==> src/hdl/q6k_pkg.sv <==
// ----------------------------------------------------------------------------
// q6k_pkg
// types and constants shared by the q6_k row dot-product block
// ----------------------------------------------------------------------------
`default_nettype none

package q6k_pkg;

	localparam int LANES      = 4;
	localparam int LANE_W     = $clog2(LANES);
	localparam int POS_W      = 6;
	localparam int BANK_AW    = 2;
	localparam int CODE_W     = 6;
	localparam int SCALE_W    = 8;
	localparam int ACT_W      = 16;
	localparam int HALF_W     = 16;
	localparam int QS_W       = CODE_W + SCALE_W;
	localparam int PROD_W     = QS_W + ACT_W;
	localparam int SUM4_W     = PROD_W + LANE_W;
	localparam int BLK_W      = 38;
	localparam int MANT_W     = 11;
	localparam int EXP_W      = 5;
	localparam int SCL_W      = BLK_W + MANT_W + 1;
	localparam int SHIFT_MAX  = 29;
	localparam int WIDE_W     = SCL_W - 1 + SHIFT_MAX;
	localparam int ROW_W      = 64;

	localparam logic [POS_W-1:0]   LAST_POS  = 6'd63;
	localparam logic [CODE_W-1:0]  CODE_BIAS = 6'h20;
	localparam logic [EXP_W-1:0]   EXP_SPEC  = 5'h1f;
	localparam logic [ROW_W-1:0]   ROW_MAX   = 64'h7fff_ffff_ffff_ffff;
	localparam logic [ROW_W-1:0]   ROW_MIN   = 64'h8000_0000_0000_0000;

	typedef enum logic [1:0] {
		OP_GROUP_SCALE = 2'd0,
		OP_BLOCK_SCALE = 2'd1,
		OP_DATA        = 2'd2
	} op_t;

	typedef logic signed [PROD_W-1:0] lane_prod_t;

	// per-beat control traveling alongside the lanes
	typedef struct packed {
		logic              valid;
		logic              last;
		logic              row_end;
		logic [HALF_W-1:0] d_bits;
	} item_ctrl_t;

	// finished block sum heading into the scaling stages
	typedef struct packed {
		logic              valid;
		logic              row_end;
		logic [HALF_W-1:0] d_bits;
	} blk_ctrl_t;

	// scaled block contribution heading into the row accumulator
	typedef struct packed {
		logic valid;
		logic row_end;
		logic bad;
		logic clip;
	} blk_res_t;

endpackage

`default_nettype wire

==> src/hdl/q6k_merge.sv <==
// ----------------------------------------------------------------------------
// q6k_merge
// adds the lane products and accumulates the exact block sum
// ----------------------------------------------------------------------------
`default_nettype none

module q6k_merge (
	input  wire logic                         clk,
	input  wire logic                         arst_n,
	input  wire logic                         en,
	input  q6k_pkg::item_ctrl_t               ctrl,
	input  q6k_pkg::lane_prod_t               prod [q6k_pkg::LANES],
	output q6k_pkg::blk_ctrl_t                blk,
	output logic signed [q6k_pkg::BLK_W-1:0]  blk_sum
);
	import q6k_pkg::*;

	logic signed [SUM4_W-1:0] sum4;
	logic signed [SUM4_W-1:0] sum_s4;
	item_ctrl_t               ctrl_s4;
	logic signed [BLK_W-1:0]  partial_q;
	logic signed [BLK_W-1:0]  total;
	logic signed [BLK_W-1:0]  sum_s5;
	blk_ctrl_t                blk_s5;

	always_comb begin
		sum4 = '0;
		for (int k = 0; k < LANES; k++) begin
			sum4 = sum4 + SUM4_W'(prod[k]);
		end
	end

	assign total = partial_q + BLK_W'(sum_s4);

	always_ff @(posedge clk or negedge arst_n) begin
		if (!arst_n) begin
			ctrl_s4   <= '0;
			blk_s5    <= '0;
			partial_q <= '0;
		end else if (en) begin
			ctrl_s4        <= ctrl;
			blk_s5.valid   <= ctrl_s4.valid & ctrl_s4.last;
			blk_s5.row_end <= ctrl_s4.row_end;
			blk_s5.d_bits  <= ctrl_s4.d_bits;
			if (ctrl_s4.valid) begin
				partial_q <= ctrl_s4.last ? '0 : total;
			end
		end
	end

	always_ff @(posedge clk) begin
		if (en) begin
			sum_s4 <= sum4;
			if (ctrl_s4.valid & ctrl_s4.last) begin
				sum_s5 <= total;
			end
		end
	end

	assign blk     = blk_s5;
	assign blk_sum = sum_s5;
endmodule

`default_nettype wire

==> config.mk <==
export PLATFORM = sky130hd
export DESIGN_NAME = q6k_merge
export DESIGN_NICKNAME = d
export VERILOG_FILES = /design/src/hdl/q6k_pkg.sv /design/src/hdl/q6k_merge.sv
export SDC_FILE = /design/constraint.sdc
export NUM_CORES = 1
export LEC_CHECK = 0
export BUFFER_PORTS_ARGS = -buffer_cell sky130_fd_sc_hd__buf_4
export CORE_MARGIN = 2
export CORE_UTILIZATION = 35
export DETAILED_ROUTE_END_ITERATION = 8
export PLACE_DENSITY = 0.59
export SLEW_MARGIN = 5
export SYNTH_ARGS = -nofsm -noshare
export SYNTH_HDL_FRONTEND = slang
export SYNTH_SLANG_ARGS = --single-unit
==> constraint.sdc <==
create_clock -name clk -period 3.1 [get_ports clk]
set_input_delay 0.775 -clock clk [delete_from_list [all_inputs] [get_ports clk]]
set_output_delay 0.775 -clock clk [all_outputs]
set_load 0.02 [all_outputs]
Yosys cells after proc, flatten, opt, wreduce, memory -nomap -nowiden
Cells that the tools add are included.

operators by class
  order comparisons = 0
  add/subtract/negate cells = 4
  bitwise logic cells = 1
  reduce and logical (&&, ||, !) cells = 2
  eq/ne operators = 0
  divide/modulo/power cells = 0
  mux-type cells = 1
  shift-type cells = 0
  multipliers = 0

operators by type and width
  operator          number
  $add 38x32->38    1
  $mux 38           1
  $add 31x30->32    1
  $add 32x30->32    1
  $add 30x30->31    1
  $reduce_and 2->1  2
  $and 1x1->1       1

storage, ports and cells
  RAM bits = 0
  output and inout bits = 56
  bits of input ports = 142
  word-level logic and storage cells = 18
  memories kept = 0
  memory bits (read-only) = 0
  bits in latches = 0
  register bits after elaboration = 145

Depth between registers and ports, before layout
  word-level depth = 3
  depth in mapped cells = 14
  mapped depth without buffers = 13

Worst setup path after synthesis
OpenSTA, ideal clock, no wires.

  path kind = input port to flip-flop
  from = input prod[11] (netlist name)
  to = register sum_s4[24] (data pin)
  data required time = 2.835 ns
  library setup time = 0.265 ns
  cell stages on the path = 13
  data arrival time = 3.855 ns
  path slack = -1.020 ns
  path buffers = 0
  cells stage by stage = inv_1 > fa_1 > fa_1 > inv_1 > ha_1 > a211oi_2 > o211ai_1 > a31o_1 > a221o_1 > a311oi_4 > o2bb2ai_4 > o21bai_1 > xor2_1

on the way
  cells in the longest elaborated chain, start to end = 1

ends and longest elaborated chain
  element               RTL line         source
  start, declared       q6k_merge.sv:12  input q6k_pkg::lane_prod_t prod [q6k_pkg::LANES],
  $add 32x30->32        q6k_merge.sv:29  sum4 = sum4 + SUM4_W'(prod[k]);
  named net sum4[24]    q6k_merge.sv:18  logic signed [SUM4_W-1:0] sum4;
  end signal, assigned  q6k_merge.sv:53  sum_s4 <= sum4;
  end, declared         q6k_merge.sv:19  logic signed [SUM4_W-1:0] sum_s4;

The timed path passes the listed nets, and every way through them passes these cells.
A chain may end at the register's enable or synchronous reset.

Final worst setup path
  from = input prod[11] (netlist name)
  to = register sum_s4[22] (data pin)

The elaborated chain is that of the path after synthesis.

==> impl_metrics.env <==
export IMPL_status="finished, violations left"
export IMPL_violations="negative setup slack"
export IMPL_path_class="in -> reg"
export IMPL_area_delta_synth_final_pct=33.0
export IMPL_critPathMaxFanout=7
export IMPL_cts_tree="done"
export IMPL_synth_fa_ha_area_share_pct=20.0
export IMPL_fin_util_pct=47.1
export IMPL_cts_hold_fix_buffers=0
export IMPL_cts_root_buffer="clkbuf_16"
export IMPL_reg2regPathDepth=11
export IMPL_rsz0062_at_grt="yes"
export IMPL_io_buffers=197
export IMPL_fp_dieW_um=177
export IMPL_period_needed_ns=3.69
export IMPL_drive_above_1_share_pct=32.7
export IMPL_syn_area_um2=10500
export IMPL_cap_violations=0
export IMPL_r2r_start="sum_s4[0]$_DFFE_PP_"
export IMPL_met2WireLength_um=10800
export IMPL_hold_viol=0
export IMPL_maxSlewViolCount=0
export IMPL_finalCritPeriodShare_pct=119
export IMPL_cts_sinks=145
export IMPL_synth_top_family_by_area="adder cells"
export IMPL_synthArstFlopShare_pct=51.7
export IMPL_layout_commonest_cell="buf_4"
export IMPL_p_leak_uw=0.00675
export IMPL_cp_start_kind="input pin"
export IMPL_synthMuxAreaShare_pct=3.77
export IMPL_synth_seq_cells=145
export IMPL_wl_met3_um=1230
export IMPL_grt_use_total_pct=15.7
export IMPL_setup_viol=23
export IMPL_synthDominantCellAreaShare_pct=20.1
export IMPL_holdPathStages=2
export IMPL_fmax_mhz=271
export IMPL_post_place_ws_ns=-1.20
export IMPL_clk_latency_ns=0.43
export IMPL_gp_congestion=0.852
export IMPL_min_to="partial_q[0]$_DFFE_PN0P_"
export IMPL_ys_seq_area_share_pct=38.0
export IMPL_wl_um=23600
export IMPL_finalPower_uw=12600
export IMPL_coreArea_um2=29600
export IMPL_endpoint_kind="register"
export IMPL_synth_compound_area_share_pct=17.2
export IMPL_rows=63
export IMPL_powerDensity_nw_per_um2=909
export IMPL_syn_nets=1284
export IMPL_io_pins=198
export IMPL_hold_path_startpoint="partial_q[0]$_DFFE_PN0P_"
export IMPL_n_antenna_cell=0
export IMPL_cts_buffer_depth=2
export IMPL_die_h_um=177
export IMPL_met1_length_um=11300
export IMPL_num_vias=8157
export IMPL_synth_warnings=0
export IMPL_path_clk_slew_ns=0.06
export IMPL_wl_per_cell_um=13.8
export IMPL_dpl_hpwl_um=18300
export IMPL_ir_drop_v=0.000462
export IMPL_r2r_slack_ns=0.22
export IMPL_fin_worst_skew_ns=0.00893
export IMPL_holdCritPathClass="reg -> reg"
export IMPL_overflow=0
export IMPL_grt_pass1_vias=8300
export IMPL_worstPathRequired_ns=3.27
export IMPL_synthCells=1012
export IMPL_drcViolationCount=0
export IMPL_worst_slack_ns=-0.595
export IMPL_nets=1578
export IMPL_synth_edff_count=70
export IMPL_drt_iter0_markers=305
export IMPL_routed_top_layer="met4"
export IMPL_start_util_pct=35.4
export IMPL_die_area_um2=31300
export IMPL_crit_arrival_ns=3.86
export IMPL_synth_xor_area_share_pct=4.52
export IMPL_cts_htree_levels=4
export IMPL_syn_avg_cell_area_um2=10.3
export IMPL_antenna_found_initial=0
export IMPL_firstDrtPassIters=4
export IMPL_ant_nets=0
export IMPL_grt_max_degree=76
export IMPL_final_cell_mix="buf_4 (292), inv_1 (186), dfrtp_1 (75)"
export IMPL_synth_area_top_cells="edfxtp_1 (20%), dfrtp_1 (18%), fa_1 (12%)"
export IMPL_vias_per_cell=4.77
export IMPL_cts_buffers=17
export IMPL_post_synth_top_area_cell="edfxtp_1"
export IMPL_maxSlewHeadroom_pct=32.9
export IMPL_synth_simple_area_share_pct=8.40
export IMPL_ys_flop_type="dfrtp_1"
export IMPL_max_slew_worst_pin_slew_ns=1.01
export IMPL_grt_pass1_wl_um=39900
export IMPL_r2r_end="partial_q[30]$_DFFE_PN0P_"
export IMPL_ys_types=68
[routing by layer]
| layer | vias to the layer above | GRT usage [%] |
|---|---|---|
| li1 | 4091 | - |
| met1 | 3860 | 21.2 |
| met2 | 187 | 26.0 |
| met3 | 19 | 2.94 |
| met4 | 0 | 3.72 |
| met5 | - | 0 |
[cells by family after synthesis]
family | Yosys count
xor gates and xnor gates | 54
DFF | 145
buffers and inverters | 222
AOI/OAI and AO/OA | 253
muxes | 35
and+or+nand+nor | 173
adders and majority gates | 130
[sequential cells by signal, indices dropped and copies added (netlist names)]
| signal | count |
|---|---|
| partial_q | 38 |
| blk | 18 |
| ctrl_s4 | 19 |
| sum_s4 | 32 |
| blk_sum | 38 |
[cells in the mapped netlist (all sizes together) (4+ instances only)]
master,instances
nand2,44
a31oi,5
o31ai,5
o21bai,11
xnor2,35
a31o,4
and2,9
o21a,8
or2,4
o211ai,5
a211oi,12
nor3,7
xor2,19
mux2,35
and3,8
fa,62
nor2,47
o21ai,43
edfxtp,70
nand4,13
a21oi,60
a41o,5
a21o,31
o22ai,5
buf,9
ha,68
nand3,15
clkbuf,16
nor4,5
dfrtp,75
nand2b,5
a22o,29
a21boi,5
inv,197
nor2b,5
[how the worst max path moves through the flow]
stage	slack (ns)	startpoint	endpoint
5_1_grt	-0.71	prod[62]	sum_s4[24]$_DFFE_PP_
6_report	-0.59	prod[11]	sum_s4[22]$_DFFE_PP_
2_1_floorplan	-0.90	prod[3]	sum_s4[22]$_DFFE_PP_
3_3_place_gp	-1.18	prod[3]	sum_s4[22]$_DFFE_PP_
4_1_cts	-0.61	prod[62]	sum_s4[22]$_DFFE_PP_
3_5_place_dp	-1.20	prod[3]	sum_s4[22]$_DFFE_PP_
[worst max-delay path, cell delays in order]
cell       delay, ns
buf_4           0.10
inv_1           0.06
fa_1            0.44
fa_1            0.51
inv_2           0.05
ha_4            0.21
a211oi_2        0.18
o211ai_1        0.12
a31o_1          0.23
a221o_1         0.41
a311oi_4        0.31
o2bb2ai_4       0.20
o21bai_1        0.10
xor2_1          0.16
[area by class of cell]
class / count / area [µm²]
Tap cell: 390 / 488
Sequential cell: 145 / 3980
Clock buffer: 21 / 493
Fill cell: 2811 / 15600
Inverter: 197 / 747
Multi-Input combinational cell: 645 / 5850
Clock inverter: 11 / 72.6
Timing Repair Buffer: 300 / 2290
[stage by stage]
step	instances	instance area (µm²)	setup TNS [ns]	hold slack (ns)
after floorplan	1012	10600	-13.25	0.447
after global placement	1670	13200	-23.31	0.469
after detailed placement	1670	13200	-23.55	0.480
after CTS	1705	13800	-10.57	0.494
after global routing	1709	13900	-13.13	0.516
final	1709	13900	-10.08	0.492
[power by group]
part | internal [µW] | total, µW | switching (µW)
Clock | 1140 | 1950 | 810
Sequential | 2970 | 3300 | 331
Combinational | 3360 | 7390 | 4030
Total | 7470 | 12600 | 5170
[repair_timing]
| item | CTS | global route |
|---|---|---|
| gates resized for setup | 14 | 16 |
| gates cloned | 0 | 0 |
| buffers inserted | 3 | 4 |
| pin swaps | 14 | 18 |
| endpoints found under the setup margin | 24 | 29 |
(Power assumes the default switching activity.)
