**src/hdl/q6k_pkg.sv**
```systemverilog
// ----------------------------------------------------------------------------
// q6k_pkg
// types and constants shared by the q6_k row dot-product block
// ----------------------------------------------------------------------------
`default_nettype none

package q6k_pkg;

	localparam int LANES      = 4;
	localparam int LANE_W     = $clog2(LANES);
	localparam int POS_W      = 6;
	localparam int BANK_AW    = 2;
	localparam int CODE_W     = 6;
	localparam int SCALE_W    = 8;
	localparam int ACT_W      = 16;
	localparam int HALF_W     = 16;
	localparam int QS_W       = CODE_W + SCALE_W;
	localparam int PROD_W     = QS_W + ACT_W;
	localparam int SUM4_W     = PROD_W + LANE_W;
	localparam int BLK_W      = 38;
	localparam int MANT_W     = 11;
	localparam int EXP_W      = 5;
	localparam int SCL_W      = BLK_W + MANT_W + 1;
	localparam int SHIFT_MAX  = 29;
	localparam int WIDE_W     = SCL_W - 1 + SHIFT_MAX;
	localparam int ROW_W      = 64;

	localparam logic [POS_W-1:0]   LAST_POS  = 6'd63;
	localparam logic [CODE_W-1:0]  CODE_BIAS = 6'h20;
	localparam logic [EXP_W-1:0]   EXP_SPEC  = 5'h1f;
	localparam logic [ROW_W-1:0]   ROW_MAX   = 64'h7fff_ffff_ffff_ffff;
	localparam logic [ROW_W-1:0]   ROW_MIN   = 64'h8000_0000_0000_0000;

	typedef enum logic [1:0] {
		OP_GROUP_SCALE = 2'd0,
		OP_BLOCK_SCALE = 2'd1,
		OP_DATA        = 2'd2
	} op_t;

	typedef logic signed [PROD_W-1:0] lane_prod_t;

	// per-beat control traveling alongside the lanes
	typedef struct packed {
		logic              valid;
		logic              last;
		logic              row_end;
		logic [HALF_W-1:0] d_bits;
	} item_ctrl_t;

	// finished block sum heading into the scaling stages
	typedef struct packed {
		logic              valid;
		logic              row_end;
		logic [HALF_W-1:0] d_bits;
	} blk_ctrl_t;

	// scaled block contribution heading into the row accumulator
	typedef struct packed {
		logic valid;
		logic row_end;
		logic bad;
		logic clip;
	} blk_res_t;

endpackage

`default_nettype wire

```
**src/hdl/q6k_lane.sv**
```systemverilog
// ----------------------------------------------------------------------------
// q6k_lane
// one code lane: group-scale bank, code*scale, then times activation
// ----------------------------------------------------------------------------
`default_nettype none

module q6k_lane (
	input  wire logic                              clk,
	input  wire logic                              en,
	input  wire logic                              wr_en,
	input  wire logic [q6k_pkg::BANK_AW-1:0]       wr_addr,
	input  wire logic signed [q6k_pkg::SCALE_W-1:0] wr_data,
	input  wire logic [q6k_pkg::BANK_AW-1:0]       rd_addr,
	input  wire logic [q6k_pkg::CODE_W-1:0]        code,
	input  wire logic signed [q6k_pkg::ACT_W-1:0]  act,
	output q6k_pkg::lane_prod_t                    prod
);
	import q6k_pkg::*;

	logic signed [SCALE_W-1:0] bank [2**BANK_AW];
	logic signed [SCALE_W-1:0] sc_s1;
	logic signed [CODE_W-1:0]  q_s1;
	logic signed [ACT_W-1:0]   act_s1;
	logic signed [ACT_W-1:0]   act_s2;
	logic signed [QS_W-1:0]    qs_s2;
	lane_prod_t                prod_s3;

	always_ff @(posedge clk) begin
		if (wr_en) begin
			bank[wr_addr] <= wr_data;
		end
	end

	// flipping the top bit gives code - 32 as a signed 6-bit value
	always_ff @(posedge clk) begin
		if (en) begin
			sc_s1   <= bank[rd_addr];
			q_s1    <= signed'(code ^ CODE_BIAS);
			act_s1  <= act;
			qs_s2   <= QS_W'(q_s1 * sc_s1);
			act_s2  <= act_s1;
			prod_s3 <= PROD_W'(qs_s2 * act_s2);
		end
	end

	assign prod = prod_s3;
endmodule

`default_nettype wire

```
**config.mk**
```make
export PLATFORM = sky130hd
export DESIGN_NAME = q6k_lane
export DESIGN_NICKNAME = d
export VERILOG_FILES = /design/src/hdl/q6k_pkg.sv /design/src/hdl/q6k_lane.sv
export SDC_FILE = /design/constraint.sdc
export NUM_CORES = 1
export LEC_CHECK = 0
export ABC_AREA = 0
export BUFFER_PORTS_ARGS = -buffer_cell sky130_fd_sc_hd__buf_4
export CAP_MARGIN = 15
export CORE_AREA = 2 2 171 173
export DETAILED_ROUTE_END_ITERATION = 7
export DIE_AREA = 0 0 173 175
export GPL_ROUTABILITY_DRIVEN = 0
export PLACE_DENSITY = 0.75
export REMOVE_ABC_BUFFERS = 1
export SYNTH_ARGS = -nofsm -noshare
export SYNTH_HDL_FRONTEND = slang
export SYNTH_SLANG_ARGS = --single-unit
```
**constraint.sdc**
```tcl
create_clock -name clk -period 6.2 [get_ports clk]
set_input_delay 0.62 -clock clk [delete_from_list [all_inputs] [get_ports clk]]
set_output_delay 0.62 -clock clk [all_outputs]
set_load 0.05 [all_outputs]
```
[Yosys cells after proc, flatten, opt, wreduce, memory -nomap -nowiden]
Memory sizes are Yosys's and may differ from the RTL's. A register that Yosys moved wholly into a read port is not among the register bits.
Index checks and enable logic that the tools add are counted.
Word-level totals
  register bits after elaboration: 82
  latch bits: 0
  memory bits (writable): 32
  bits in read-only memories: 0
  input bits: 37
  output and inout bits: 30
  word-level logic and storage cells: 11
  memories: 1
Memory list
  bank: words 4, width 8, read ports 1, clocked after memory_dff 1, write ports 1, RTL line q6k_lane.sv:20  | logic signed [SCALE_W-1:0] bank [2**BANK_AW];
Cells by class
  add/sub/neg operators: 0
  multipliers: 2
  divide/modulo/power cells: 0
  magnitude comparators: 0
  equality and inequality tests: 0
  shift operators: 0
  muxes and demuxes: 2
  bitwise logic cells: 1
  reductions and logical operators: 0
Operators by type and width (number)
  $mul 14x16->30: 1
  $mul 6x8->14: 1
  $mux 1: 2
  $not 1->1: 1

[Logic depth before layout (Yosys ltp)]
  depth in word-level cells: 2
  depth in mapped cells: 23
  depth with buffers taken out: 22

[Least setup slack after synthesis]
No wires, ideal clock.
  path type: register to register
  start point: reg qs_s2[4]
  end point: reg prod_s3[28], in the netlist prod[28], data pin
  setup time: 0.261 ns
  arrival time: 5.734 ns
  required time: 5.939 ns
  path slack: 0.205 ns
  cell stages (with the launch flop): 23
  path buffers: 1
  period minus slack after synthesis: 5.995 ns
  cell sequence: edfxtp_1 -> clkbuf_1 -> and2_1 -> fa_1 -> inv_1 -> fa_1 -> inv_1 -> fa_1 -> inv_1 -> fa_1 -> inv_1 -> fa_1 -> inv_1 -> fa_1 -> inv_1 -> ha_1 -> and3_4 -> nor4b_4 -> a211oi_2 -> a211o_1 -> a211o_1 -> and3_1 -> a311o_1
Between the ends
  longest elaborated chain between the ends: 1
Ends and longest elaborated chain
  start, declared: RTL line q6k_lane.sv:25  | logic signed [QS_W-1:0] qs_s2;
  start signal, assigned: RTL line q6k_lane.sv:40  | qs_s2 <= QS_W'(q_s1 * sc_s1);
  $mul 14x16->30: RTL line q6k_lane.sv:42  | prod_s3 <= PROD_W'(qs_s2 * act_s2);
  end signal, assigned: RTL line q6k_lane.sv:42
  end, declared: RTL line q6k_lane.sv:26  | lane_prod_t prod_s3;
Every way passes these cells.
A chain may end at the register's enable or synchronous reset.

[Worst setup path in the final report]
  start point: reg qs_s2[3]
  end point: reg prod_s3[28], in the netlist prod[28], data pin
The elaborated chain is that of the path after synthesis.

==> impl_metrics.py <==
metrics = {
    "logic_synthesis": {
        "syn_area_um2": 14000,
        "synth.avg_cell_area_um2": 11.2,
        "synth_cell_types": 47,
        "yosys_warnings": 0,
        "synth_edf_count": 122,
        "synthesis.instances": 1254,
        "synth_flop_cell": "edfxtp_1",
        "ys_ff_latch": 122,
        "ys_seq_area_frac": 0.262,
        "synthArstFlopShare": 0,
    },
    "timing": {
        "drv_slew": 0,
        "setup_violations": 0,
        "fin_skew_ns": 0.0102,
        "hold_ws_ns": 0.357,
        "rsz0062_at_grt": "yes",
        "relSlewSlack": 0.479,
        "worst_slew_pin_slew_ns": 0.781,
        "period_needed_ns": 6.05,
        "hold_viol_final": 0,
        "finalCritPeriodShare": 0.976,
        "fmax_mhz": 165,
    },
    "clock_network": {
        "path_clk_slew_ns": 0.07,
        "numCtsBuffers": 17,
        "clockBufferDepth": 2,
        "root_buffer": "clkbuf_16",
        "cts_tree": "done",
        "cts-htree-levels": 4,
        "ctsHoldBuffers": 0,
        "clock_sinks": 122,
        "clock_latency_ns": 0.43,
    },
    "detailed_routing": {
        "drc": 0,
        "wire_per_inst_um": 15.7,
        "dr.pass1.iters": 5,
        "drt_iter0_drc": 434,
        "vias_per_cell": 5.04,
        "drtAntennaViolNets": 0,
        "vias": 8990,
        "finalWirelength_mm": 28.1,
    },
    "cells_and_area": {
        "post-route-util": 0.572,
        "final_net_count": 1773,
        "num_antenna_cells": 0,
        "area_growth_pct": 16.2,
        "fillers": 2364,
        "final_layout_size_suffix_gt1_frac": 0.166,
    },
    "grt": {
        "grt_pass1_wl_mm": 48.2,
        "grt_antenna_before_repair": 0,
        "grt.total_usage": 0.200,
        "grt_pass1_vias": 10100,
        "grt_overflow": 0,
        "grt_max_degree": 63,
    },
    "outcome": {
        "status": "finished, final reports clean",
    },
    "hold_path": {
        "hp-class": "in2reg",
        "hp-start": "code[1]",
    },
    "worst_setup_path": {
        "slowest_delay_ns": 0.55,
        "r2r_start": "qs_s2[3]",
        "criticalPathCategory": "reg2reg",
        "critPathMaxFanout": 4,
        "critPathLaunchType": "flip-flop",
        "critPathArrivalTime_ns": 6.23,
        "crit_top_cell": "fa_1",
        "crit_path_start": "qs_s2[3]",
        "cp-end-kind": "flip-flop",
        "path_cells": "and2_4, fa_1, inv_2, fa_1, inv_2, fa_1, inv_1, fa_1, inv_1, fa_1, inv_2, fa_1, inv_2, ha_4, and3_4, nor4b_4, a211oi_2, a211o_4, a211o_1, and3_4, a311o_1",
        "crit_required_ns": 6.38,
        "slowest_stage": "fa_1",
    },
    "placed_design": {
        "numPortBuffers": 66,
        "place_hpwl_mm": 22.1,
    },
    "floorplan": {
        "die_h_um": 175,
        "die_area_um2": 30300,
        "initial_core_util": 0.493,
        "dieWidth_um": 173,
        "ios": 67,
        "core_area_um2": 28400,
        "num_rows": 62,
    },
    "flow_run": {
        "maxCapViolations": 0,
    },
}
cell usage after synthesis (2+ instances only):
| library cell | instances | area (um2) |
|---|---|---|
| o21bai_1 | 7 | 52.6 |
| ha_1 | 96 | 1200 |
| inv_1 | 282 | 1060 |
| nand2_1 | 124 | 465 |
| and3_1 | 4 | 25.0 |
| mux4_2 | 8 | 180 |
| clkbuf_1 | 32 | 120 |
| nor2_1 | 26 | 97.6 |
| a211o_1 | 2 | 17.5 |
| nand3_1 | 3 | 15.0 |
| or3_1 | 2 | 12.5 |
| a211oi_2 | 3 | 37.5 |
| a31oi_1 | 2 | 12.5 |
| a211oi_1 | 3 | 22.5 |
| and2_1 | 143 | 895 |
| a21o_1 | 10 | 75.1 |
| edfxtp_1 | 122 | 3660 |
| a21oi_1 | 29 | 145 |
| nand2b_1 | 13 | 81.3 |
| o21ai_0 | 9 | 45.0 |
| xnor2_1 | 39 | 342 |
| o311a_1 | 2 | 20.0 |
| fa_1 | 253 | 5060 |
| o21ai_1 | 5 | 25.0 |
| nor3_1 | 8 | 40.0 |
| xor2_1 | 6 | 52.6 |
worst max-delay path, delay by kind of cell, from the launching register on:
family                     cells  cell delay (ns)
AOI/OAI and AO/OA              4             1.04
adders and majority gates      7             3.32
buffers and inverters          6             0.27
DFF                            1             0.43
and+or+nand+nor                4             0.71
layer usage:
| metal | global-route usage | part of all wire | up-vias |
|---|---|---|---|
| met5 | 0 | 0 | - |
| met4 | 0.0678 | 0.026 | 0 |
| met3 | 0.0296 | 0.041 | 47 |
| met2 | 0.374 | 0.54 | 206 |
| met1 | 0.235 | 0.40 | 4613 |
| li1 | - | - | 4124 |
kinds of logic (layout without fill, tap and decap cells):
group | count (synthesis) | in the layout | share of synthesized area
buf+inv | 315 | 461 | 0.0845
xor+xnor | 45 | 45 | 0.0282
compound gates | 82 | 82 | 0.0413
mux | 8 | 8 | 0.0129
flops | 122 | 122 | 0.262
simple gates | 333 | 333 | 0.123
fa+ha+maj | 349 | 349 | 0.448
layout make-up:
type	count	area [um2]	share of cell area
multi-input combinational	817	9310	0.573
timing repair buffer	147	1140	0.0701
clock inverter	15	170	0.0105
clock buffer	17	425	0.0262
tap	384	480	0.0296
sequential	122	3660	0.225
inverter	282	1060	0.0651
layout by cell type (no fill, tap or decap), types with 5 or more instances in the layout:
master / count
a21o_1: 10
a21oi_1: 27
and2_1: 138
and2_4: 5
buf_4: 142
clkbuf_16: 17
edfxtp_1: 122
fa_1: 248
fa_2: 5
ha_1: 86
ha_4: 7
inv_1: 277
inv_2: 5
inv_6: 6
inv_8: 5
mux4_2: 8
nand2_1: 122
nand2b_1: 13
nor2_1: 25
nor3_1: 8
o21ai_0: 6
o21ai_1: 7
o21bai_1: 7
xnor2_1: 39
xor2_1: 6
what timing repair did:
| action | CTS | global route |
|---|---|---|
| resized for setup | 0 | 43 |
| setup buffers | 6 | 10 |
| setup endpoints to repair | 1 | 5 |
| pin swaps | 0 | 29 |
| hold endpoints to repair | 0 | 0 |
through the flow:
stage / area [um2] / instances / setup TNS [ns] / worst slack (ns)
finish: 16200 / 1784 / 0 / 0.151
global placement: 15300 / 1736 / 0 / 0.150
global route: 16200 / 1784 / -0.0369 / -0.0369
CTS: 16000 / 1774 / 0 / 0.00902
detailed placement: 15300 / 1736 / 0 / 0.0195
floorplan: 13900 / 1221 / 0 / 0.173
path summary, 6_finish.rpt:
kind	cells past startpoint	endpoint	slack [ns]
setup / recovery	21	prod[28]	0.15
setup reg to reg	21	prod[28]	0.15
hold reg to reg	0	act_s2[3]	0.42
hold / removal	1	q_s1[1]	0.36
sequential cells by signal (all words and copies together), names as in the netlist:
| name | cells |
|---|---|
| act_s2 | 16 |
| sc_s1 | 8 |
| bank | 32 |
| prod | 30 |
| q_s1 | 6 |
| act_s1 | 16 |
| qs_s2 | 14 |
Power is left out: the tool's default activity adds up to more than one toggle a clock period on the data nets, which glitch-free logic cannot reach.
