`src/hdl/q6k_pkg.sv`:
```
// ----------------------------------------------------------------------------
// q6k_pkg
// types and constants shared by the q6_k row dot-product block
// ----------------------------------------------------------------------------
`default_nettype none

package q6k_pkg;

	localparam int LANES      = 4;
	localparam int LANE_W     = $clog2(LANES);
	localparam int POS_W      = 6;
	localparam int BANK_AW    = 2;
	localparam int CODE_W     = 6;
	localparam int SCALE_W    = 8;
	localparam int ACT_W      = 16;
	localparam int HALF_W     = 16;
	localparam int QS_W       = CODE_W + SCALE_W;
	localparam int PROD_W     = QS_W + ACT_W;
	localparam int SUM4_W     = PROD_W + LANE_W;
	localparam int BLK_W      = 38;
	localparam int MANT_W     = 11;
	localparam int EXP_W      = 5;
	localparam int SCL_W      = BLK_W + MANT_W + 1;
	localparam int SHIFT_MAX  = 29;
	localparam int WIDE_W     = SCL_W - 1 + SHIFT_MAX;
	localparam int ROW_W      = 64;

	localparam logic [POS_W-1:0]   LAST_POS  = 6'd63;
	localparam logic [CODE_W-1:0]  CODE_BIAS = 6'h20;
	localparam logic [EXP_W-1:0]   EXP_SPEC  = 5'h1f;
	localparam logic [ROW_W-1:0]   ROW_MAX   = 64'h7fff_ffff_ffff_ffff;
	localparam logic [ROW_W-1:0]   ROW_MIN   = 64'h8000_0000_0000_0000;

	typedef enum logic [1:0] {
		OP_GROUP_SCALE = 2'd0,
		OP_BLOCK_SCALE = 2'd1,
		OP_DATA        = 2'd2
	} op_t;

	typedef logic signed [PROD_W-1:0] lane_prod_t;

	// per-beat control traveling alongside the lanes
	typedef struct packed {
		logic              valid;
		logic              last;
		logic              row_end;
		logic [HALF_W-1:0] d_bits;
	} item_ctrl_t;

	// finished block sum heading into the scaling stages
	typedef struct packed {
		logic              valid;
		logic              row_end;
		logic [HALF_W-1:0] d_bits;
	} blk_ctrl_t;

	// scaled block contribution heading into the row accumulator
	typedef struct packed {
		logic valid;
		logic row_end;
		logic bad;
		logic clip;
	} blk_res_t;

endpackage

`default_nettype wire

```
`src/hdl/q6k_scale.sv`:
```
// ----------------------------------------------------------------------------
// q6k_scale
// multiplies a block sum by its half-precision scale, saturating to q32.32
// ----------------------------------------------------------------------------
`default_nettype none

module q6k_scale (
	input  wire logic                         clk,
	input  wire logic                         arst_n,
	input  wire logic                         en,
	input  q6k_pkg::blk_ctrl_t                blk,
	input  wire logic signed [q6k_pkg::BLK_W-1:0] blk_sum,
	output q6k_pkg::blk_res_t                 res,
	output logic [q6k_pkg::ROW_W-1:0]         res_val
);
	import q6k_pkg::*;

	logic [EXP_W-1:0]        exp_f;
	logic [MANT_W-1:0]       mant;
	logic signed [SCL_W-1:0] p_s6;
	logic [EXP_W-1:0]        sh_s6;
	logic                    dneg_s6;
	logic                    bad_s6;
	logic                    valid_s6;
	logic                    row_end_s6;

	logic                    neg;
	logic [SCL_W-1:0]        p_abs;
	logic [WIDE_W-1:0]       wide;
	logic                    hi_nz;
	logic                    low_nz;
	logic                    over;
	logic [ROW_W-1:0]        val;
	blk_res_t                res_s7;
	logic [ROW_W-1:0]        val_s7;

	assign exp_f = blk.d_bits[14:10];
	assign mant  = (exp_f == '0) ? {1'b0, blk.d_bits[9:0]} : {1'b1, blk.d_bits[9:0]};

	always_ff @(posedge clk or negedge arst_n) begin
		if (!arst_n) begin
			valid_s6 <= 1'b0;
			res_s7   <= '0;
		end else if (en) begin
			valid_s6       <= blk.valid;
			res_s7.valid   <= valid_s6;
			res_s7.row_end <= row_end_s6;
			res_s7.bad     <= bad_s6;
			res_s7.clip    <= ~bad_s6 & over;
		end
	end

	// subnormals use exponent one without the hidden bit, so shift is e - 1 or 0
	always_ff @(posedge clk) begin
		if (en) begin
			p_s6       <= blk_sum * signed'({1'b0, mant});
			sh_s6      <= (exp_f == '0) ? '0 : exp_f - 1'b1;
			dneg_s6    <= blk.d_bits[15];
			bad_s6     <= (exp_f == EXP_SPEC);
			row_end_s6 <= blk.row_end;
			val_s7     <= bad_s6 ? '0 : val;
		end
	end

	always_comb begin
		neg    = p_s6[SCL_W-1] ^ dneg_s6;
		p_abs  = p_s6[SCL_W-1] ? SCL_W'(-p_s6) : p_s6;
		wide   = WIDE_W'(p_abs) << sh_s6;
		hi_nz  = |wide[WIDE_W-1:ROW_W];
		low_nz = |wide[ROW_W-2:0];
		// a negative result may reach exactly -2^63
		over   = neg ? (hi_nz | (wide[ROW_W-1] & low_nz)) : (hi_nz | wide[ROW_W-1]);
		if (over) begin
			val = neg ? ROW_MIN : ROW_MAX;
		end else if (neg) begin
			val = -wide[ROW_W-1:0];
		end else begin
			val = wide[ROW_W-1:0];
		end
	end

	assign res     = res_s7;
	assign res_val = val_s7;
endmodule

`default_nettype wire

```
`config.mk`:
```
export PLATFORM = sky130hd
export DESIGN_NAME = q6k_scale
export DESIGN_NICKNAME = d
export VERILOG_FILES = /design/src/hdl/q6k_pkg.sv /design/src/hdl/q6k_scale.sv
export SDC_FILE = /design/constraint.sdc
export NUM_CORES = 2
export LEC_CHECK = 0
export ABC_AREA = 0
export BUFFER_PORTS_ARGS = -buffer_cell sky130_fd_sc_hd__buf_4
export CAP_MARGIN = 20
export CORE_MARGIN = 2
export CORE_UTILIZATION = 35
export DETAILED_ROUTE_END_ITERATION = 16
export GPL_TIMING_DRIVEN = 0
export HOLD_SLACK_MARGIN = 0.03
export PLACE_DENSITY_LB_ADDON = 0.08
export SLEW_MARGIN = 20
export SYNTH_ARGS = -nofsm -noshare
export SYNTH_HDL_FRONTEND = slang
export SYNTH_SLANG_ARGS = --single-unit
```
`constraint.sdc`:
```
create_clock -name clk -period 7.5 [get_ports clk]
set_clock_uncertainty 0.1 [all_clocks]
set_input_delay 0.75 -clock clk [delete_from_list [all_inputs] [get_ports clk]]
set_output_delay 0.75 -clock clk [all_outputs]
set_load 0.05 [all_outputs]
```
After elaboration in Yosys (flattened, before gate mapping)

Index checks and enable logic that the tools add are counted.

Bits in latches: 0
Flip-flop bits (word level): 127
RAM bits: 0
Memory bits (read-only): 0
Input port bits: 59
Memories kept: 0

Shift-type cells: 1
Multiply operators: 1
Bitwise gates (word level): 6
Equality and inequality tests: 1
Magnitude comparators: 0
Divide/modulo/power cells: 0
Reductions and logical operators: 3
Add/subtract/negate cells: 3
Multiplexer cells: 6

Operator list:

| cell                                                                | number |
|---|---|
| 64-bit two-way mux                                                  | 3 |
| 50-bit by 5-bit << shifter with 78-bit output                       | 1 |
| 64-bit negation                                                     | 1 |
| 63-bit OR reduction                                                 | 1 |
| 38-bit by 12-bit multiplier with 50-bit output                      | 1 |
| 50-bit two-way mux                                                  | 1 |
| 50-bit negation                                                     | 1 |
| 14-bit OR reduction                                                 | 1 |
| 11-bit two-way mux                                                  | 1 |
| 5-bit == test (second input constant)                               | 1 |
| 5-bit logical NOT                                                   | 1 |
| 5-bit by 1-bit subtractor with 5-bit output (second input constant) | 1 |
| 1-bit bitwise AND                                                   | 2 |
| 1-bit bitwise OR                                                    | 2 |
| 1-bit two-way mux                                                   | 1 |
| 1-bit NOT                                                           | 1 |
| 1-bit bitwise XOR                                                   | 1 |

Depth between registers and ports, before layout

Depth after elaboration: 8
Gate-level depth with buffers: 29
Mapped depth without buffers: 28

Least setup slack after synthesis

No wires, ideal clock.

Path kind: input port to flip-flop
Start: in blk[10] (netlist bit)
End: reg p_s6[49] (data pin)
Data required time: 7.140 ns
Arrival: 7.077 ns
Stages on the path: 26
Buffers on the path: 1
Setup time: 0.260 ns
Path slack: 0.063 ns
Cells stage by stage: inv_1 ha_1 nor4b_1 clkbuf_1 nor2b_1 ha_1 fa_1 fa_1 fa_1 inv_1 fa_1 inv_1 ha_1 and3_1 nand3_1 or2_2 o221ai_1 o211ai_1 a31oi_1 a21oi_1 a211oi_1 nor2_1 o31a_1 o311ai_0 a21oi_1 xnor2_1

Cells in the longest elaborated chain, start to end: 3

Ends and longest elaborated chain:

| what                                           | line            | source |
|---|---|---|
| start, declared                                | q6k_scale.sv:11 | `input q6k_pkg::blk_ctrl_t blk,` |
| 5-bit logical NOT                              | q6k_scale.sv:38 | `assign mant = (exp_f == '0) ? {1'b0, blk.d_bits[9:0]} : {1'b1, blk.d_bits[9:0]};` |
| 11-bit two-way mux                             | q6k_scale.sv:38 |  |
| 38-bit by 12-bit multiplier with 50-bit output | q6k_scale.sv:56 | `p_s6 <= blk_sum * signed'({1'b0, mant});` |
| end signal, assigned                           | q6k_scale.sv:56 |  |
| end, declared                                  | q6k_scale.sv:20 | `logic signed [SCL_W-1:0] p_s6;` |

Every way passes these cells.
A chain may end at the register's enable or synchronous reset.

Worst setup path in the final report

Start: reg sh_s6[0]
End: reg val_s7[26] (netlist: res_val[26]) (data pin)

Cells in the longest elaborated chain, start to end: 6

Ends and longest elaborated chain:

| what                                                                    | line            | source |
|---|---|---|
| start, declared                                                         | q6k_scale.sv:21 | `logic [EXP_W-1:0] sh_s6;` |
| start signal, assigned                                                  | q6k_scale.sv:57 | `sh_s6 <= (exp_f == '0) ? '0 : exp_f - 1'b1;` |
| 50-bit by 5-bit << shifter with 78-bit output *                         | q6k_scale.sv:68 | `wide = WIDE_W'(p_abs) << sh_s6;` |
| parallel branches: the longest is 4 deep, another holds 64-bit negation | -               |  |
| 64-bit two-way mux *                                                    | q6k_scale.sv:73 | `if (over) begin` |
| end signal, assigned                                                    | q6k_scale.sv:61 | `val_s7 <= bad_s6 ? '0 : val;` |
| end, declared                                                           | q6k_scale.sv:35 | `logic [ROW_W-1:0] val_s7;` |

Mark *: on every way between the ends.

==> flow_summary.ini <==
[run]
drv_cap = 0

[synthesis]
synth_simple_gate_area_share_pct = 23.01
synth_edf_count = 122
syn_inst = 3539
yosysSeqAreaShare_pct = 13.13
netlist_area_sq_um = 28850
ys.warnings.count = 0
syn_nets = 4068
synth_xor_area_share_pct = 2.216
ys_types = 96
synth_top_family_by_area = adder cells
synth_flop_cell = edfxtp_1
synth_mux_area_share_pct = 4.073
synth_seq_cells = 127
postSynthAreaPerCell_sq_um = 8.152
async_reset_ff_share_pct = 3.937
synth_compound_area_share_pct = 17.88
synth_adder_area_share_pct = 29.73

[detailed_routing]
firstDrtPassIters = 8
wl_mm = 121.7
vias = 28380
vias_per_cell = 5.952
avgRoutedWirePerCell_um = 25.53
initialDrtViolationCount = 3169
antenna_left = 0
drc = 0

[critical_path]
path_max_fanout = 10
crit_type = register to register
crit_arrival_ns = 7.54
startpoint_type = register
cp.required_ns = 7.62
cp-end-kind = register

[floorplan]
die_x_um = 291.1
start_util_pct = 35.25
rows = 105
boundaryPins = 127
core_area_sq_um = 81850
fp.dieH_um = 291.1
dieArea_sq_um = 84740

[grt]
grt_max_degree = 95
grt_pass1_wl_mm = 183.8
antenna_found_initial = 5
first_global_vias = 28560
grt_usage_pct = 28.66
grt_overflow = 0

[clocking]
clock_latency_ns = 0.48
root_buffer = clkbuf_16
numCtsBuffers = 17
cts_buffer_depth = 2
htree_levels = 4
cts_tree = done
clk_pin_slew_worst_paths_ns = 0.07
clock_sinks = 127

[placed_design]
gp_congestion = 1.006
post_dp_cell_area_sq_um = 31120
place.port_buffers = 116
dp_hpwl_mm = 98.96

[sta]
hold_viol = 0
maxSlewViolCount = 0
rsz0062_at_grt = no
hold_ws_ns = 0.3386
clock.fmax_mhz = 134.7
setup_viol = 0
fin_crit_ns = 7.423
max_slew_margin_pct = 18.60
worstMarginPinSlew_ns = 1.214
finalSetupTns_ns = 0
period_share_pct = 98.98

[finish]
final_common_cell = inv_1
syn_to_final_growth_pct = 11.06
drive_gt1_share_pct = 9.445
mostFrequentLayoutCells = inv_1 (490), nand2_1 (426), fa_1 (359)
stdcell_area_sq_um = 32040
fin_nets = 4211

[power_and_ir_drop]
power_density_nw_per_um2 = 482.1
vdd_ir_drop_max_mv = 0.3425
static-leakage-power_nw = 13.48

[hold_path]
holdCritPathClass = input port to register

[run_status]
status = complete, no violations
==> registers in the layout, indices dropped and copies added (netlist names) <==
name / cells
bad_s6: 1
p_s6: 50
res_val: 64
valid_s6: 1
dneg_s6: 1
sh_s6: 5
res: 4
row_end_s6: 1
==> where the power goes <==
| part | switching [mW] | internal (mW) |
|---|---|---|
| Sequential | 0.207 | 1.50 |
| Clock | 0.358 | 0.503 |
| Combinational | 8.15 | 4.73 |
| Total | 8.72 | 6.73 |
==> synth_stat cells, drive strengths merged (45+ instances only) <==
library cell | number | area share (%)
inv | 490 | 6.4
nand2 | 429 | 5.6
fa | 359 | 25
clkbuf | 219 | 2.8
nor2 | 193 | 2.5
a21oi | 152 | 2.6
and2 | 130 | 2.8
edfxtp | 122 | 13
o21ai | 121 | 2.1
ha | 111 | 4.8
nor3 | 87 | 1.5
nand3 | 75 | 1.3
mux2i | 60 | 2.1
nand4 | 60 | 1.4
nor2b | 60 | 1.3
xnor2 | 48 | 1.5
nor4 | 46 | 1.6
buf | 45 | 0.74
==> kinds of logic (layout without fill, tap and decap cells) <==
| family | after synthesis | in the layout |
|---|---|---|
| AOI/OAI and AO/OA | 739 | 739 |
| xor gates and xnor gates | 73 | 73 |
| adders and majority gates | 470 | 470 |
| buffers and inverters | 754 | 910 |
| DFF | 127 | 127 |
| muxes | 97 | 97 |
| other | 0 | 2 |
| and+or+nand+nor | 1279 | 1279 |
==> critical path: stages, from the launching register on <==
cell and delay [ns]:
edfxtp_1 0.43, buf_2 0.34, clkbuf_2 0.44, clkdlybuf4s15_2 0.60, clkbuf_2 0.51, mux2i_1 0.24
o32ai_1 0.11, a311oi_1 0.30, o211ai_1 0.15, nor3_1 0.45, a31oi_1 0.24, a2111oi_0 0.73
a21oi_1 0.25, a211o_1 0.41, nor4_1 0.34, nand4_1 0.18, a21o_1 0.26, buf_2 0.19
buf_1 0.30, o31ai_1 0.57
==> repair_timing <==
| action | in CTS | in global routing |
|---|---|---|
| endpoints found under the hold margin | 5 | 0 |
| pin swaps | 3 | 8 |
| endpoints found under the setup margin | 73 | 69 |
| resized for setup | 58 | 58 |
| hold buffers | 1 | 0 |
| setup buffers | 2 | 2 |
==> path summary, 6_finish.rpt <==
path                                 start           to  slack, ns  cells past startpoint
worst max-delay path              sh_s6[0]  res_val[26]       0.08                     19
worst min-delay path               blk[16]   row_end_s6       0.34                      1
worst max register to register    sh_s6[0]  res_val[26]       0.08                     19
worst min register to register  row_end_s6       res[2]       0.39                      1
max in group asynchronous           arst_n       res[0]       6.69                      2
min in group asynchronous           arst_n     valid_s6       0.50                      2
==> layout make-up <==
type | instances | area, sq um
clock buffers | 19 | 442.9
inverters | 490 | 1839
well taps | 1070 | 1339
fillers | 8606 | 49810
diodes | 2 | 5.005
plain buffers | 264 | 1140
flip-flops and latches | 127 | 3789
clock inverters | 13 | 156.4
repair buffers | 124 | 962.2
multi-input cells | 2658 | 22370
==> metrics by stage <==
| stage | utilization, % | power, mW | worst slack [ns] | std cells |
|---|---|---|---|---|
| after global routing | 39.14 | 16.78 | 0.003418 | 4765 |
| after detailed placement | 38.02 | 14.06 | -1.757 | 4728 |
| after global placement | 37.95 | 14.08 | -2.548 | 4725 |
| after floorplan | - | 10.53 | 0.06337 | 3539 |
| final | 39.15 | 15.45 | 0.07670 | 4767 |
| after CTS | 38.97 | 15.16 | 0.01095 | 4763 |
==> routing by layer <==
metal	vias up	part of all wire, %	wire [um]	track usage (%)
li1	12540	-	-	-
met1	14180	43	52870	39.22
met2	1394	44	53640	44.50
met3	263	8.2	9983	5.131
met4	4	4.3	5175	12.11
met5	-	0.022	27	0
Note: power is estimated with default switching activity, not from simulation.
